--- config.mk ---
export PLATFORM = sky130hd
export DESIGN_NAME = source_lexer_with_keywords
export DESIGN_NICKNAME = d
export VERILOG_FILES = /design/src/sv/lex_pkg.sv /design/src/sv/source_lexer_with_keywords.sv /design/src/sv/lex_kw_match.sv /design/src/sv/lex_out_fifo.sv
export VERILOG_INCLUDE_DIRS = /design/src /design/src/sv
export SDC_FILE = /design/constraint.sdc
export NUM_CORES = 1
export LEC_CHECK = 0
export BUFFER_PORTS_ARGS = -buffer_cell sky130_fd_sc_hd__buf_2
export CAP_MARGIN = 20
export CORE_MARGIN = 2
export CORE_UTILIZATION = 51
export CTS_BUF_LIST = sky130_fd_sc_hd__clkbuf_16
export DETAILED_ROUTE_END_ITERATION = 12
export GPL_TIMING_DRIVEN = 0
export HOLD_SLACK_MARGIN = 0.02
export PLACE_DENSITY = 0.74
export SLEW_MARGIN = 5
export SYNTH_ARGS = -nofsm -noshare
export SYNTH_HDL_FRONTEND = slang
export SYNTH_SLANG_ARGS = --single-unit
export TNS_END_PERCENT = 30
--- constraint.sdc ---
create_clock -name clk -period 4.1 [get_ports clk]
set_input_delay 0.205 -clock clk [delete_from_list [all_inputs] [get_ports clk]]
set_output_delay 0.205 -clock clk [all_outputs]
set_load 0.01 [all_outputs]
--- src/sv/assert_macros.svh ---
// Assertion helpers for the lexer block
`ifndef ASSERT_MACROS_SVH
`define ASSERT_MACROS_SVH

// condition holds at every clock edge outside reset
`define ASSERT_ALWAYS(label, clk, rst_n, cond, msg) \
    label: assert property (@(posedge clk) disable iff (!rst_n) (cond)) else $error(msg);

// antecedent implies consequent on the next clock edge
`define ASSERT_NEXT(label, clk, rst_n, ante, cons, msg) \
    label: assert property (@(posedge clk) disable iff (!rst_n) (ante) |=> (cons)) \
        else $error(msg);

`endif

--- src/sv/lex_pkg.sv ---
`default_nettype none
// ----------------------------------------------------------------------------
// lex_pkg
// Scanner states, token kinds, character classes, keyword table and the
// single automaton step used by the lexer module.
// ----------------------------------------------------------------------------
package lex_pkg;

    localparam int LEXEME_MAX    = 32;
    localparam int LEN_W         = 6;
    localparam int KEYWORD_COUNT = 30;
    localparam int KW_MAX_LEN    = 13;
    localparam int LINE_W        = 16;

    localparam logic [4:0] ST_START    = 5'd0;
    localparam logic [4:0] ST_SLASH    = 5'd1;
    localparam logic [4:0] ST_LINECOM  = 5'd2;
    localparam logic [4:0] ST_BLKCOM   = 5'd3;
    localparam logic [4:0] ST_BLKSTAR  = 5'd4;
    localparam logic [4:0] ST_GT       = 5'd5;
    localparam logic [4:0] ST_LT       = 5'd6;
    localparam logic [4:0] ST_EQ       = 5'd7;
    localparam logic [4:0] ST_AMP      = 5'd8;
    localparam logic [4:0] ST_BAR      = 5'd9;
    localparam logic [4:0] ST_DEC      = 5'd10;
    localparam logic [4:0] ST_DEC_U    = 5'd11;
    localparam logic [4:0] ST_DEC_UL   = 5'd12;
    localparam logic [4:0] ST_DOT      = 5'd13;
    localparam logic [4:0] ST_FRAC     = 5'd14;
    localparam logic [4:0] ST_EXP      = 5'd15;
    localparam logic [4:0] ST_EXPSIGN  = 5'd16;
    localparam logic [4:0] ST_EXPDIG   = 5'd17;
    localparam logic [4:0] ST_ZERO     = 5'd18;
    localparam logic [4:0] ST_HEX0     = 5'd19;
    localparam logic [4:0] ST_OCT      = 5'd20;
    localparam logic [4:0] ST_OCT_SUF  = 5'd21;
    localparam logic [4:0] ST_HEX      = 5'd22;
    localparam logic [4:0] ST_HEX_L    = 5'd23;
    localparam logic [4:0] ST_HEX_U    = 5'd24;
    localparam logic [4:0] ST_HEX_UL   = 5'd25;
    localparam logic [4:0] ST_IDENT    = 5'd26;
    localparam logic [4:0] ST_STRING   = 5'd27;

    localparam logic [4:0] K_ERR     = 5'd0;
    localparam logic [4:0] K_END     = 5'd1;
    localparam logic [4:0] K_IDENT   = 5'd2;
    localparam logic [4:0] K_KEYWORD = 5'd3;
    localparam logic [4:0] K_NUM     = 5'd4;
    localparam logic [4:0] K_STR     = 5'd5;
    localparam logic [4:0] K_PLUS    = 5'd6;
    localparam logic [4:0] K_MINUS   = 5'd7;
    localparam logic [4:0] K_STAR    = 5'd8;
    localparam logic [4:0] K_LPAR    = 5'd9;
    localparam logic [4:0] K_RPAR    = 5'd10;
    localparam logic [4:0] K_LBRK    = 5'd11;
    localparam logic [4:0] K_RBRK    = 5'd12;
    localparam logic [4:0] K_LBRC    = 5'd13;
    localparam logic [4:0] K_RBRC    = 5'd14;
    localparam logic [4:0] K_COMMA   = 5'd15;
    localparam logic [4:0] K_SEMI    = 5'd16;
    localparam logic [4:0] K_COLON   = 5'd17;
    localparam logic [4:0] K_SLASH   = 5'd18;
    localparam logic [4:0] K_ASSIGN  = 5'd19;
    localparam logic [4:0] K_EQEQ    = 5'd20;
    localparam logic [4:0] K_LT      = 5'd21;
    localparam logic [4:0] K_LE      = 5'd22;
    localparam logic [4:0] K_NE      = 5'd23;
    localparam logic [4:0] K_GT      = 5'd24;
    localparam logic [4:0] K_GE      = 5'd25;
    localparam logic [4:0] K_ANDAND  = 5'd26;
    localparam logic [4:0] K_OROR    = 5'd27;

    localparam logic [8*KW_MAX_LEN-1:0] KW_TEXT [KEYWORD_COUNT] = '{
        "funcion", "acceso", "arreglo", "cadena", "caracter", "clase", "comienzo",
        "de", "entero", "entonces", "fin", "hacer", "hasta", "mientras", "para",
        "procedimiento", "programa", "real", "repetir", "si", "sino", "var",
        "retornar", "privado", "publico", "protegido", "seleccionar", "caso",
        "interrumpir", "alcontrario"
    };

    localparam logic [LEN_W-1:0] KW_LEN [KEYWORD_COUNT] = '{
        6'd7, 6'd6, 6'd7, 6'd6, 6'd8, 6'd5, 6'd8, 6'd2, 6'd6, 6'd8, 6'd3, 6'd5,
        6'd5, 6'd8, 6'd4, 6'd13, 6'd8, 6'd4, 6'd7, 6'd2, 6'd4, 6'd3, 6'd8, 6'd7,
        6'd7, 6'd9, 6'd11, 6'd4, 6'd11, 6'd11
    };

    typedef struct packed {
        logic [4:0] kind;
        logic [4:0] keyword_index;
        logic [5:0] lexeme_length;
        logic [15:0] line_number;
        logic        last_of_run;
    } token_t;

    typedef struct packed {
        logic   push0;
        logic   push1;
        token_t tok0;
        token_t tok1;
    } push_t;

    typedef struct packed {
        logic [4:0] next_state;
        logic       keep;
        logic       done;
        logic       again;
        logic [4:0] kind;
    } step_t;

    function automatic logic is_digit(input logic [7:0] c);
        return (c >= "0") && (c <= "9");
    endfunction

    function automatic logic is_alpha(input logic [7:0] c);
        return ((c >= "a") && (c <= "z")) || ((c >= "A") && (c <= "Z"));
    endfunction

    function automatic logic [4:0] single_kind(input logic [7:0] c);
        logic [4:0] k;
        case (c)
            "+":     k = K_PLUS;
            "-":     k = K_MINUS;
            "*":     k = K_STAR;
            "(":     k = K_LPAR;
            ")":     k = K_RPAR;
            "[":     k = K_LBRK;
            "]":     k = K_RBRK;
            "{":     k = K_LBRC;
            "}":     k = K_RBRC;
            ",":     k = K_COMMA;
            ";":     k = K_SEMI;
            ":":     k = K_COLON;
            default: k = K_ERR;
        endcase
        return k;
    endfunction

    function automatic step_t scan_step(input logic [4:0] st, input logic [7:0] c,
                                        input logic eof);
        step_t r;
        logic  dig;
        logic  al;
        dig = !eof && is_digit(c);
        al  = !eof && is_alpha(c);
        r.next_state = st;
        r.keep  = 1'b0;
        r.done  = 1'b0;
        r.again = 1'b0;
        r.kind  = K_ERR;
        case (st)
            ST_START:
            begin
                if (eof)
                begin
                    r.done = 1'b1;
                    r.kind = K_END;
                end
                else if (c == "0")
                begin
                    r.keep = 1'b1;
                    r.next_state = ST_ZERO;
                end
                else if (dig)
                begin
                    r.keep = 1'b1;
                    r.next_state = ST_DEC;
                end
                else if (c == ".")
                begin
                    r.keep = 1'b1;
                    r.next_state = ST_DOT;
                end
                else if (al || c == "_")
                begin
                    r.keep = 1'b1;
                    r.next_state = ST_IDENT;
                end
                else if (c == " " || c == 8'h09 || c == 8'h0A)
                begin
                    r.next_state = ST_START;
                end
                else if (c == "\"") r.next_state = ST_STRING;
                else if (c == "/") r.next_state = ST_SLASH;
                else if (c == ">") r.next_state = ST_GT;
                else if (c == "<") r.next_state = ST_LT;
                else if (c == "=") r.next_state = ST_EQ;
                else if (c == "&") r.next_state = ST_AMP;
                else if (c == "|") r.next_state = ST_BAR;
                else
                begin
                    r.keep = 1'b1;
                    r.done = 1'b1;
                    r.kind = single_kind(c);
                end
            end
            ST_AMP, ST_BAR:
            begin
                r.done = 1'b1;
                if (!eof && st == ST_BAR && c == "|") r.kind = K_OROR;
                else if (!eof && st == ST_AMP && c == "&") r.kind = K_ANDAND;
                else r.again = eof;
            end
            ST_EQ:
            begin
                r.done = 1'b1;
                if (!eof && c == "=") r.kind = K_EQEQ;
                else
                begin
                    r.kind = K_ASSIGN;
                    r.again = 1'b1;
                end
            end
            ST_LT:
            begin
                r.done = 1'b1;
                if (!eof && c == "=") r.kind = K_LE;
                else if (!eof && c == ">") r.kind = K_NE;
                else
                begin
                    r.kind = K_LT;
                    r.again = 1'b1;
                end
            end
            ST_GT:
            begin
                r.done = 1'b1;
                if (!eof && c == "=") r.kind = K_GE;
                else
                begin
                    r.kind = K_GT;
                    r.again = 1'b1;
                end
            end
            ST_SLASH:
            begin
                if (!eof && c == "*") r.next_state = ST_BLKCOM;
                else if (!eof && c == "/") r.next_state = ST_LINECOM;
                else
                begin
                    r.done = 1'b1;
                    r.again = 1'b1;
                    r.kind = K_SLASH;
                end
            end
            ST_LINECOM:
            begin
                if (eof)
                begin
                    r.done = 1'b1;
                    r.again = 1'b1;
                end
                else if (c == 8'h0A) r.next_state = ST_START;
            end
            ST_BLKCOM:
            begin
                if (eof)
                begin
                    r.done = 1'b1;
                    r.again = 1'b1;
                end
                else if (c == "*") r.next_state = ST_BLKSTAR;
            end
            ST_BLKSTAR:
            begin
                if (eof)
                begin
                    r.done = 1'b1;
                    r.again = 1'b1;
                end
                else if (c == "/") r.next_state = ST_START;
                else if (c != "*") r.next_state = ST_BLKCOM;
            end
            ST_DEC:
            begin
                if (dig) r.keep = 1'b1;
                else if (!eof && (c == "e" || c == "E"))
                begin
                    r.keep = 1'b1;
                    r.next_state = ST_EXP;
                end
                else if (!eof && c == "U")
                begin
                    r.keep = 1'b1;
                    r.next_state = ST_DEC_U;
                end
                else
                begin
                    r.done = 1'b1;
                    r.again = 1'b1;
                    r.kind = K_NUM;
                end
            end
            ST_DEC_U, ST_HEX_U:
            begin
                if (!eof && c == "L")
                begin
                    r.keep = 1'b1;
                    r.next_state = (st == ST_DEC_U) ? ST_DEC_UL : ST_HEX_UL;
                end
                else
                begin
                    r.done = 1'b1;
                    r.again = 1'b1;
                    r.kind = K_NUM;
                end
            end
            ST_DOT:
            begin
                if (dig)
                begin
                    r.keep = 1'b1;
                    r.next_state = ST_FRAC;
                end
                else
                begin
                    r.done = 1'b1;
                    r.again = 1'b1;
                    r.kind = K_NUM;
                end
            end
            ST_FRAC:
            begin
                if (dig) r.keep = 1'b1;
                else if (!eof && (c == "e" || c == "E"))
                begin
                    r.keep = 1'b1;
                    r.next_state = ST_EXP;
                end
                else
                begin
                    r.done = 1'b1;
                    r.again = 1'b1;
                    r.kind = K_NUM;
                end
            end
            ST_EXP:
            begin
                if (!eof && (c == "+" || c == "-"))
                begin
                    r.keep = 1'b1;
                    r.next_state = ST_EXPSIGN;
                end
                else
                begin
                    r.done = 1'b1;
                    r.again = 1'b1;
                end
            end
            ST_EXPSIGN, ST_HEX0:
            begin
                if (dig)
                begin
                    r.keep = 1'b1;
                    r.next_state = (st == ST_EXPSIGN) ? ST_EXPDIG : ST_HEX;
                end
                else
                begin
                    r.done = 1'b1;
                    r.again = 1'b1;
                end
            end
            ST_EXPDIG:
            begin
                if (dig) r.keep = 1'b1;
                else
                begin
                    r.done = 1'b1;
                    r.again = 1'b1;
                    r.kind = K_NUM;
                end
            end
            ST_ZERO:
            begin
                if (dig)
                begin
                    r.keep = 1'b1;
                    r.next_state = ST_OCT;
                end
                else if (!eof && (c == "x" || c == "X"))
                begin
                    r.keep = 1'b1;
                    r.next_state = ST_HEX0;
                end
                else
                begin
                    r.done = 1'b1;
                    r.again = 1'b1;
                    r.kind = K_NUM;
                end
            end
            ST_OCT:
            begin
                if (dig) r.keep = 1'b1;
                else if (!eof && (c == "L" || c == "U"))
                begin
                    r.keep = 1'b1;
                    r.next_state = ST_OCT_SUF;
                end
                else
                begin
                    r.done = 1'b1;
                    r.again = 1'b1;
                    r.kind = K_NUM;
                end
            end
            ST_HEX:
            begin
                if (dig) r.keep = 1'b1;
                else if (!eof && c == "L")
                begin
                    r.keep = 1'b1;
                    r.next_state = ST_HEX_L;
                end
                else if (!eof && c == "U")
                begin
                    r.keep = 1'b1;
                    r.next_state = ST_HEX_U;
                end
                else
                begin
                    r.done = 1'b1;
                    r.again = 1'b1;
                    r.kind = K_NUM;
                end
            end
            ST_IDENT:
            begin
                if (al || dig || (!eof && c == "_")) r.keep = 1'b1;
                else
                begin
                    r.done = 1'b1;
                    r.again = 1'b1;
                    r.kind = K_IDENT;
                end
            end
            ST_STRING:
            begin
                if (eof)
                begin
                    r.done = 1'b1;
                    r.again = 1'b1;
                end
                else if (c == "\"")
                begin
                    r.done = 1'b1;
                    r.kind = K_STR;
                end
                else r.keep = 1'b1;
            end
            default:
            begin
                r.done = 1'b1;
                r.again = 1'b1;
                r.kind = K_NUM;
            end
        endcase
        return r;
    endfunction

endpackage
`default_nettype wire

--- src/sv/source_lexer_with_keywords.sv ---
`default_nettype none
// ----------------------------------------------------------------------------
// source_lexer_with_keywords
// Character stream lexer with reserved-word recognition.
// ----------------------------------------------------------------------------
// One character beat enters per cycle: the automaton step, the rescan of a
// terminating character and the parallel keyword compare are combinational
// between the scanner state registers and a four-entry token queue.
// A beat may yield up to two token beats; input stalls only while the queue
// holds more than two tokens, so the sustained rate is one beat per cycle
// whenever the output side keeps up.
module source_lexer_with_keywords
    import lex_pkg::*;
(
    input  wire logic        clk,
    input  wire logic        rst_n,
    input  wire logic        s_tvalid,
    output logic             s_tready,
    input  wire logic [7:0]  s_tdata,   // [7:0] char_byte
    input  wire logic [0:0]  s_tuser,   // [0] end_of_input
    output logic             m_tvalid,
    input  wire logic        m_tready,
    output logic [31:0]      m_tdata,   // kind, keyword_index, lexeme_length, line_number
    output logic             m_tlast    // last_of_run
);

    logic [4:0]        state_reg;
    logic [4:0]        state_next;
    logic [LEN_W-1:0]  count_reg;
    logic [LEN_W-1:0]  count_next;
    logic [LINE_W-1:0] line_reg;
    logic [LINE_W-1:0] line_next;
    logic [7:0]        lex_reg [KW_MAX_LEN];

    logic              accept;
    logic              eof;
    step_t             p1;
    step_t             p2;
    logic              keep1;
    logic [LEN_W-1:0]  len1;
    logic              use2;
    logic              kw_hit;
    logic [4:0]        kw_idx;
    logic              room;
    push_t             push;
    token_t            out_tok;

    assign eof      = s_tuser[0];
    assign s_tready = room;
    assign accept   = s_tvalid && s_tready;

    assign p1    = scan_step(state_reg, s_tdata, eof);
    assign p2    = scan_step(ST_START, s_tdata, eof);
    assign keep1 = p1.keep && (count_reg < LEN_W'(LEXEME_MAX));
    assign len1  = count_reg + {{(LEN_W-1){1'b0}}, keep1};
    assign use2  = p1.done && p1.again;

    lex_kw_match u_kw
    (
        .lexeme (lex_reg),
        .length (count_reg),
        .hit    (kw_hit),
        .index  (kw_idx)
    );

    always_comb
    begin
        push.push0 = accept && p1.done;
        push.push1 = accept && use2 && p2.done;
        push.tok0.kind          = p1.kind;
        push.tok0.keyword_index = 5'd0;
        if (p1.kind == K_IDENT && kw_hit)
        begin
            push.tok0.kind          = K_KEYWORD;
            push.tok0.keyword_index = kw_idx;
        end
        push.tok0.lexeme_length = len1;
        push.tok0.line_number   = line_reg;
        push.tok0.last_of_run   = !(use2 && p2.done);
        push.tok1.kind          = p2.kind;
        push.tok1.keyword_index = 5'd0;
        push.tok1.lexeme_length = {{(LEN_W-1){1'b0}}, p2.keep};
        push.tok1.line_number   = line_reg;
        push.tok1.last_of_run   = 1'b1;

        if (!p1.done)
        begin
            state_next = p1.next_state;
            count_next = len1;
        end
        else if (use2 && !p2.done)
        begin
            state_next = p2.next_state;
            count_next = {{(LEN_W-1){1'b0}}, p2.keep};
        end
        else
        begin
            state_next = ST_START;
            count_next = '0;
        end

        line_next = line_reg;
        if (!eof && s_tdata == 8'h0A && line_reg != {LINE_W{1'b1}})
        begin
            line_next = line_reg + LINE_W'(1);
        end
    end

    always_ff @(posedge clk)
    begin
        if (accept)
        begin
            if (use2)
            begin
                if (p2.keep)
                begin
                    lex_reg[0] <= s_tdata;
                end
            end
            else if (keep1 && count_reg < LEN_W'(KW_MAX_LEN))
            begin
                lex_reg[count_reg[3:0]] <= s_tdata;
            end
        end
    end

    always_ff @(posedge clk or negedge rst_n)
    begin
        if (!rst_n)
        begin
            state_reg <= ST_START;
            count_reg <= '0;
            line_reg  <= LINE_W'(1);
        end
        else if (accept)
        begin
            state_reg <= state_next;
            count_reg <= count_next;
            line_reg  <= line_next;
        end
    end

    lex_out_fifo u_fifo
    (
        .clk       (clk),
        .rst_n     (rst_n),
        .push      (push),
        .room      (room),
        .out_valid (m_tvalid),
        .out_ready (m_tready),
        .out_tok   (out_tok)
    );

    assign m_tdata = {out_tok.line_number, out_tok.lexeme_length,
                      out_tok.keyword_index, out_tok.kind};
    assign m_tlast = out_tok.last_of_run;

`include "assert_macros.svh"

    `ASSERT_NEXT(a_line_step, clk, rst_n,
        accept && !eof && s_tdata == 8'h0A,
        line_reg == $past(line_reg) + 16'd1 || line_reg == 16'hFFFF,
        "line counter did not advance on newline")
    `ASSERT_ALWAYS(a_len_cap, clk, rst_n, count_reg <= LEN_W'(LEXEME_MAX),
        "lexeme count above buffer size")
    `ASSERT_NEXT(a_second_last, clk, rst_n, push.push1,
        m_tvalid, "second token lost")

endmodule
`default_nettype wire

--- src/sv/lex_kw_match.sv ---
`default_nettype none
// ----------------------------------------------------------------------------
// lex_kw_match
// Parallel compare of the held lexeme prefix against the reserved words.
// ----------------------------------------------------------------------------
module lex_kw_match
    import lex_pkg::*;
(
    input  wire logic [7:0]       lexeme [KW_MAX_LEN],
    input  wire logic [LEN_W-1:0] length,
    output logic                  hit,
    output logic [4:0]            index
);

    logic [KEYWORD_COUNT-1:0] match;

    always_comb
    begin
        for (int k = 0; k < KEYWORD_COUNT; k++)
        begin
            match[k] = (length == KW_LEN[k]);
            for (int j = 0; j < KW_MAX_LEN; j++)
            begin
                if (j < int'(KW_LEN[k]))
                begin
                    if (lexeme[j] != KW_TEXT[k][(int'(KW_LEN[k]) - 1 - j) * 8 +: 8])
                    begin
                        match[k] = 1'b0;
                    end
                end
            end
        end
        hit   = |match;
        index = 5'd0;
        for (int k = KEYWORD_COUNT - 1; k >= 0; k--)
        begin
            if (match[k])
            begin
                index = 5'(k);
            end
        end
    end

endmodule
`default_nettype wire

--- src/sv/lex_out_fifo.sv ---
`default_nettype none
// ----------------------------------------------------------------------------
// lex_out_fifo
// Four-entry token queue; takes up to two tokens per cycle, gives one while out_ready is high.
// ----------------------------------------------------------------------------
module lex_out_fifo
    import lex_pkg::*;
(
    input  wire logic   clk,
    input  wire logic   rst_n,
    input  wire push_t  push,
    output logic        room,
    output logic        out_valid,
    input  wire logic   out_ready,
    output token_t      out_tok
);

    token_t     mem_reg [4];
    logic [1:0] wr_reg;
    logic [1:0] wr_next;
    logic [1:0] rd_reg;
    logic [1:0] rd_next;
    logic [2:0] cnt_reg;
    logic [2:0] cnt_next;
    logic       pop;
    logic [2:0] pushed;

    assign room      = (cnt_reg <= 3'd2);
    assign out_valid = (cnt_reg != 3'd0);
    assign out_tok   = mem_reg[rd_reg];
    assign pop       = out_valid && out_ready;
    assign pushed    = {2'b00, push.push0} + {2'b00, push.push1};

    always_comb
    begin
        wr_next  = wr_reg + pushed[1:0];
        rd_next  = rd_reg + {1'b0, pop};
        cnt_next = cnt_reg + pushed - {2'b00, pop};
    end

    always_ff @(posedge clk)
    begin
        if (push.push0)
        begin
            mem_reg[wr_reg] <= push.tok0;
        end
        if (push.push1)
        begin
            mem_reg[wr_reg + 2'd1] <= push.tok1;
        end
    end

    always_ff @(posedge clk or negedge rst_n)
    begin
        if (!rst_n)
        begin
            wr_reg  <= 2'd0;
            rd_reg  <= 2'd0;
            cnt_reg <= 3'd0;
        end
        else
        begin
            wr_reg  <= wr_next;
            rd_reg  <= rd_next;
            cnt_reg <= cnt_next;
        end
    end

endmodule
`default_nettype wire
==> results.sh, run 1 <==
export IMPL_outcome="complete, no violations"
export IMPL_power_mw=9.07
export IMPL_overflow=0
export IMPL_vias_per_cell=7.16
export IMPL_antenna_found_initial=1
export IMPL_synth_top_area_share_pct=36.5
export IMPL_cp_arrival_ns=4.51
export IMPL_gp_congestion=1.04
export IMPL_peakVddDrop_mv=0.459
export IMPL_syn_area_per_cell_um2=10.4
export IMPL_netlist_area_um2=15800
export IMPL_cp_cell_sequence="buf_2, clkbuf_1, inv_1, or4_4, a211oi_2, o2111ai_2, a211oi_2, buf_4, nor2_1, ha_1, inv_1, ha_1, fa_1, xor2_1, xnor2_1"
export IMPL_ys_ff_latch=270
export IMPL_start_util_pct=51.8
export IMPL_grt_max_degree=35
export IMPL_numCtsBuffers=27
export IMPL_areaGrowthSynthToFinish_pct=11.9
export IMPL_cts_sinks=270
export IMPL_worstPathMaxFanout=17
export IMPL_dp_hpwl_um=45600
export IMPL_nets=1627
export IMPL_largest_reg_flops=132
export IMPL_postCtsSetupBuffers=0
export IMPL_finalSetupViolCount=0
export IMPL_die_w_um=180
export IMPL_cp_required_ns=4.53
export IMPL_cts_tree="yes"
export IMPL_grt_setup_unrepaired="yes"
export IMPL_path_class="in2reg"
export IMPL_core_um2=30500
export IMPL_p_leak_nw=5.62
export IMPL_synth_flop_cell="edfxtp_1"
export IMPL_slowest_delay_ns=0.63
export IMPL_clkTransAtPathRegs_ns=0.07
export IMPL_end_kind="register"
export IMPL_grt_usage_pct=36.4
export IMPL_fp_dieH_um=180
export IMPL_vias=14500
export IMPL_grt_pass1_vias=13600
export IMPL_post_route_period_util_pct=99.5
export IMPL_synth_seq_area_share_pct=47.5
export IMPL_min_period_ns=4.08
export IMPL_clockBufferDepth=3
export IMPL_holdCritPathClass="in2reg"
export IMPL_max_freq_mhz=245
export IMPL_drc_errors=0
export IMPL_worstMarginPinSlew_ns=1.17
export IMPL_drt_pass1_iter_count=6
export IMPL_routed_wl_um=60300
export IMPL_final_layout_size_suffix_gt1_share_pct=14.3
export IMPL_clkLatencyLatePin_ns=0.55
export IMPL_hold_viol=0
export IMPL_fp_dieArea_um2=32400
export IMPL_clockRootBuffer="clkbuf_16"
export IMPL_relSlewSlack_pct=21.3
export IMPL_yosys_top_cells_area="edfxtp_1 (36%), dfxtp_1 (5.6%), dfrtp_1 (5.2%)"
export IMPL_async_flop_share_pct=12.6
export IMPL_wl_per_cell_um=29.8
export IMPL_layout_common_cells="edfxtp_1 (192), nand2_1 (106), nor2_1 (97)"
export IMPL_num_rows=64
export IMPL_start_kind="input port"
export IMPL_io_buffers=47
export IMPL_drtIter0Drc=2305
export IMPL_synth_edff_count=192
export IMPL_drv_slew=0
export IMPL_cp_slowest_cell="or4_4"
export IMPL_ys_types=92
export IMPL_yosys_warnings=0
export IMPL_mostFrequentLayoutCell="edfxtp_1"
export IMPL_diodes=0
export IMPL_ios=48
export IMPL_netlist_instances=1514
export IMPL_grt_pass1_wl_um=89500
export IMPL_fin_setup_tns_ns=0
export IMPL_clock_skew_final_ns=0.0167
export IMPL_powerDensity_nw_per_um2=513
export IMPL_h_tree_depth=1
export IMPL_cap_viol_max_count=0
export IMPL_mappedNetlistNets=1537
export IMPL_synth_largest_area_cell="edfxtp_1"
export IMPL_ant_nets=0
[kinds of logic (layout without fill, tap and decap cells)]
group | count (synthesis) | after routing | synth area share [%]
simple gates | 822 | 822 | 30.8
flops | 270 | 270 | 47.5
compound gates | 237 | 237 | 11.5
buf+inv | 108 | 218 | 2.67
mux | 41 | 41 | 5.26
xor+xnor | 26 | 26 | 1.44
fa+ha+maj | 10 | 10 | 0.840
[stage by stage]
stage,instances,hold slack (ns),setup slack (ns),utilization [%],area [um2]
global route,2020,0.0621,-0.118,57.9,17700
global placement,1957,0.346,-1.19,54.2,16500
CTS,2017,0.0345,-0.0701,57.5,17500
detailed placement,1967,0.360,-0.679,54.5,16600
floorplan,1514,-0.0906,0.573,-,15800
finish,2020,0.0512,0.0216,57.9,17700
[routing by layer]
metal | routed length, um | global-route usage (%) | up-vias
met4 | 1600 | 7.93 | 0
met2 | 27000 | 56.5 | 992
met3 | 6590 | 6.50 | 142
li1 | - | - | 6177
met5 | 0 | 0 | -
met1 | 25100 | 53.8 | 7159
[synth_stat cells (7+ instances only)]
cell,instances
and4b_1,9
nor2_1,106
xnor2_1,12
and4_1,12
o22ai_1,21
edfxtp_1,192
inv_1,19
o31ai_1,10
nor3b_1,15
nand3_1,66
nand4_1,69
nor4b_1,18
nand2b_1,22
nor2b_1,31
or3_1,16
ha_1,9
and3_1,22
nor4bb_1,21
clkbuf_1,69
nor3_1,63
o21ai_0,24
and2_1,79
dfxtp_1,44
xor2_1,14
dfrtp_1,33
mux4_2,33
and3b_1,7
nor4_1,58
nand3b_1,13
o2bb2ai_1,30
o32ai_1,11
a31oi_1,9
a22o_1,21
nand2_1,106
or4_1,22
buf_2,10
nand4b_1,16
or2_2,19
a21oi_1,25
[timing repair]
action | in CTS | in global routing
resized for setup | 13 | 25
hold buffers | 1 | 0
setup endpoints to repair | 167 | 219
endpoints found under the hold margin | 33 | 0
pin swaps | 0 | 3
[worst paths after layout]
path / startpoint / end / slack (ns) / cells after the start
max in group asynchronous: rst_n / line_reg[9] / 3.22 / 2
min in group asynchronous: rst_n / state_reg[3] / 0.30 / 2
worst min register to register: u_fifo.mem_reg[2][20] / u_fifo.mem_reg[2][20] / 0.46 / 1
worst max register to register: state_reg[1] / u_fifo.cnt_reg[2] / 0.08 / 14
worst max-delay path: s_tdata[4] / u_fifo.cnt_reg[2] / 0.02 / 15
worst min-delay path: s_tdata[2] / lex_reg[82] / 0.05 / 1
[where the power goes]
part           switching [mW]  internal, mW  total, mW
sequential              0.149          3.27       3.42
clock                    1.06          1.27       2.33
combinational            2.18          1.14       3.32
total                    3.39          5.68       9.07
[cell type report]
type                       instances  area, um2
fill                            2467      12800
multi-input combinational       1136       8080
sequential                       270       7500
clock buffer                      27        676
tap                              396        495
buffer                            84        344
timing repair buffer              62        332
clock inverter                    22        158
inverter                          23       86.3
[critical path: cells and delay by family]
family / cells / cell delay [ns]
AND/OR/NAND/NOR: 2 / 0.74
XOR/XNOR: 2 / 0.28
adder cells (fa/ha/maj): 3 / 0.94
AO/OA/AOI/OAI: 3 / 1.01
buffers and inverters: 5 / 1.30
(Power assumes the default switching activity.)
==> run 2: changes to the inputs <==
- CORE_ASPECT_RATIO: not set -> 0.7
==> results.sh, run 2 (same netlist as run 1, synthesis figures left out) <==
export IMPL_cp_cell_sequence="clkbuf_1, nor4b_2, and2_1, nand2_1, nor3_1, nand4_1, o311ai_0, o31a_1, a22o_1"
export IMPL_finalSetupViolCount=1
export IMPL_cts_sinks=270
export IMPL_routed_wl_um=61700
export IMPL_h_tree_depth=1
export IMPL_numCtsBuffers=25
export IMPL_holdWs_ns=0.0676
export IMPL_timing_rr_end="u_fifo.mem_reg[2][27]"
export IMPL_worstSetupStartpoint="count_reg[5]"
export IMPL_areaGrowthSynthToFinish_pct=11.9
export IMPL_dp_cells=1985
export IMPL_clkTransAtPathRegs_ns=0.07
export IMPL_final_layout_size_suffix_gt1_share_pct=14.8
export IMPL_min_delay_start="s_tdata[2]"
export IMPL_worstPathMaxFanout=9
export IMPL_fp_dieH_um=151
export IMPL_min_path_cells=1
export IMPL_rr_worst_depth=9
export IMPL_crit_buf_inv=1
export IMPL_drv_slew=0
export IMPL_relSlewSlack_pct=21.4
export IMPL_vias=14600
export IMPL_min_period_ns=4.10
export IMPL_fp_dieArea_um2=32400
export IMPL_die_w_um=214
export IMPL_cts_tree="yes"
export IMPL_clock_skew_final_ns=0.00938
export IMPL_diodes=0
export IMPL_r2r_slack_ns=-0.003
export IMPL_fillers=2616
export IMPL_drc_errors=0
export IMPL_worst_slack_ns=-0.00260
export IMPL_ant_nets=0
export IMPL_vias_per_cell=7.17
export IMPL_multi_input_area_um2=8070
export IMPL_critPathTopFamily="simple AND/OR/NAND/NOR gates"
export IMPL_antenna_found_initial=0
export IMPL_grt_usage_pct=37.5
export IMPL_cp_slowest_cell="nor4b_2"
export IMPL_end_kind="register"
export IMPL_nets=1626
export IMPL_finish_utilization_pct=58.4
export IMPL_hold_end="lex_reg[50]"
export IMPL_overflow=0
export IMPL_io_buffers=47
export IMPL_layout_common_cells="edfxtp_1 (192), nand2_1 (106), nor2_1 (96)"
export IMPL_num_rows=53
export IMPL_post_route_period_util_pct=100
export IMPL_timing_rr_start="count_reg[5]"
export IMPL_gp_congestion=1.03
export IMPL_cap_viol_max_count=0
export IMPL_cp_required_ns=4.59
export IMPL_peakVddDrop_mv=0.415
export IMPL_final_cells=2031
export IMPL_clockRootBuffer="clkbuf_16"
export IMPL_start_kind="register"
export IMPL_core_um2=30200
export IMPL_outcome="finished with violations"
export IMPL_dp_hpwl_um=47500
export IMPL_start_util_pct=52.2
export IMPL_grt_max_degree=37
export IMPL_seq_area_um2=7500
export IMPL_p_leak_nw=5.65
export IMPL_worstMarginPinSlew_ns=1.17
export IMPL_clockBufferDepth=3
export IMPL_clkLatencyLatePin_ns=0.55
export IMPL_grt_pass1_wl_um=88800
export IMPL_hold_viol=0
export IMPL_cp_arrival_ns=4.59
export IMPL_drtIter0Drc=2337
export IMPL_powerDensity_nw_per_um2=514
export IMPL_ios=48
export IMPL_holdCritPathClass="in2reg"
export IMPL_max_freq_mhz=244
export IMPL_violations="negative setup slack"
export IMPL_grt_pass1_vias=13200
export IMPL_mostFrequentLayoutCell="edfxtp_1"
export IMPL_path_class="reg2reg"
export IMPL_drt_pass1_iter_count=8
export IMPL_slowest_delay_ns=0.94
export IMPL_wl_per_cell_um=30.4
export IMPL_largest_reg_flops=132
==> run 2: cell types whose count changed in the layout (fill, tap and decap cells not counted), sizes merged <==
cell / change
bufinv: +1
clkbuf: -2
clkdlybuf4s18: +2
clkinv: -13
clkinvlp: -2
inv: +9
==> run 2: final cells by class <==
class | instances | share of cell area (%)
repair buffers | 65 | 2.07
well taps | 412 | 2.92
clock inverters | 17 | 0.807
clock buffers | 26 | 3.68
multi-input cells | 1136 | 45.6
inverters | 23 | 0.489
plain buffers | 82 | 1.95
flip-flops and latches | 270 | 42.4
==> run 2: worst max-delay path by stage <==
stage | cells after the start | slack, ns | endpoint
2_1_floorplan | 14 | 0.57 | u_fifo.cnt_reg[2]
3_3_place_gp | 11 | -1.23 | u_fifo.mem_reg[0][16]
3_5_place_dp | 12 | -0.79 | u_fifo.mem_reg[0][8]
4_1_cts | 11 | -0.03 | u_fifo.mem_reg[1][23]
5_1_grt | 15 | -0.00002 | u_fifo.cnt_reg[2]
6_report | 9 | -0.003 | u_fifo.mem_reg[2][27]
==> run 2: per-stage QoR <==
step                cell area, um2  power [mW]    TNS [ns]  setup slack (ns)
finish                       17700        9.09    -0.00260          -0.00260
global placement             16500        6.57     -143.05             -1.23
global route                 17700        9.41  -0.0000191        -0.0000191
CTS                          17500        8.96     -0.0758           -0.0303
detailed placement           16700        6.66     -131.98            -0.794
floorplan                    15800        5.56           0             0.573
==> run 2: worst register-to-register path, delay by kind of cell (launching register included) <==
family | cells | cell delay (ns)
buffers and inverters | 1 | 0.27
AOI/OAI and AO/OA | 3 | 0.80
and+or+nand+nor | 5 | 2.58
DFF | 1 | 0.38
==> run 2: power by group <==
group | internal [mW] | switching [mW] | leakage, nW
clock | 1.28 | 1.02 | 0.426
combinational | 1.14 | 2.21 | 2.67
sequential | 3.27 | 0.165 | 2.56
==> run 2: per-layer routing <==
layer  vias up  global-route usage, %  part of all wire [%]  routed length [um]
li1       6170                      -                     -                   -
met1      7196                   57.1                    44               27300
met2      1109                   51.4                    39               24200
met3        90                   14.1                    15                9310
met4         0                   5.14                   1.4                 878
met5         -                      0                     0                   0
==> run 2: timing repair <==
action | CTS | global route
hold buffers | 1 | 0
cloned | 0 | 0
gates resized for setup | 14 | 40
pin swaps | 1 | 1
hold endpoints to repair | 33 | 0
buffers inserted | 0 | 2
endpoints found under the setup margin | 215 | 196
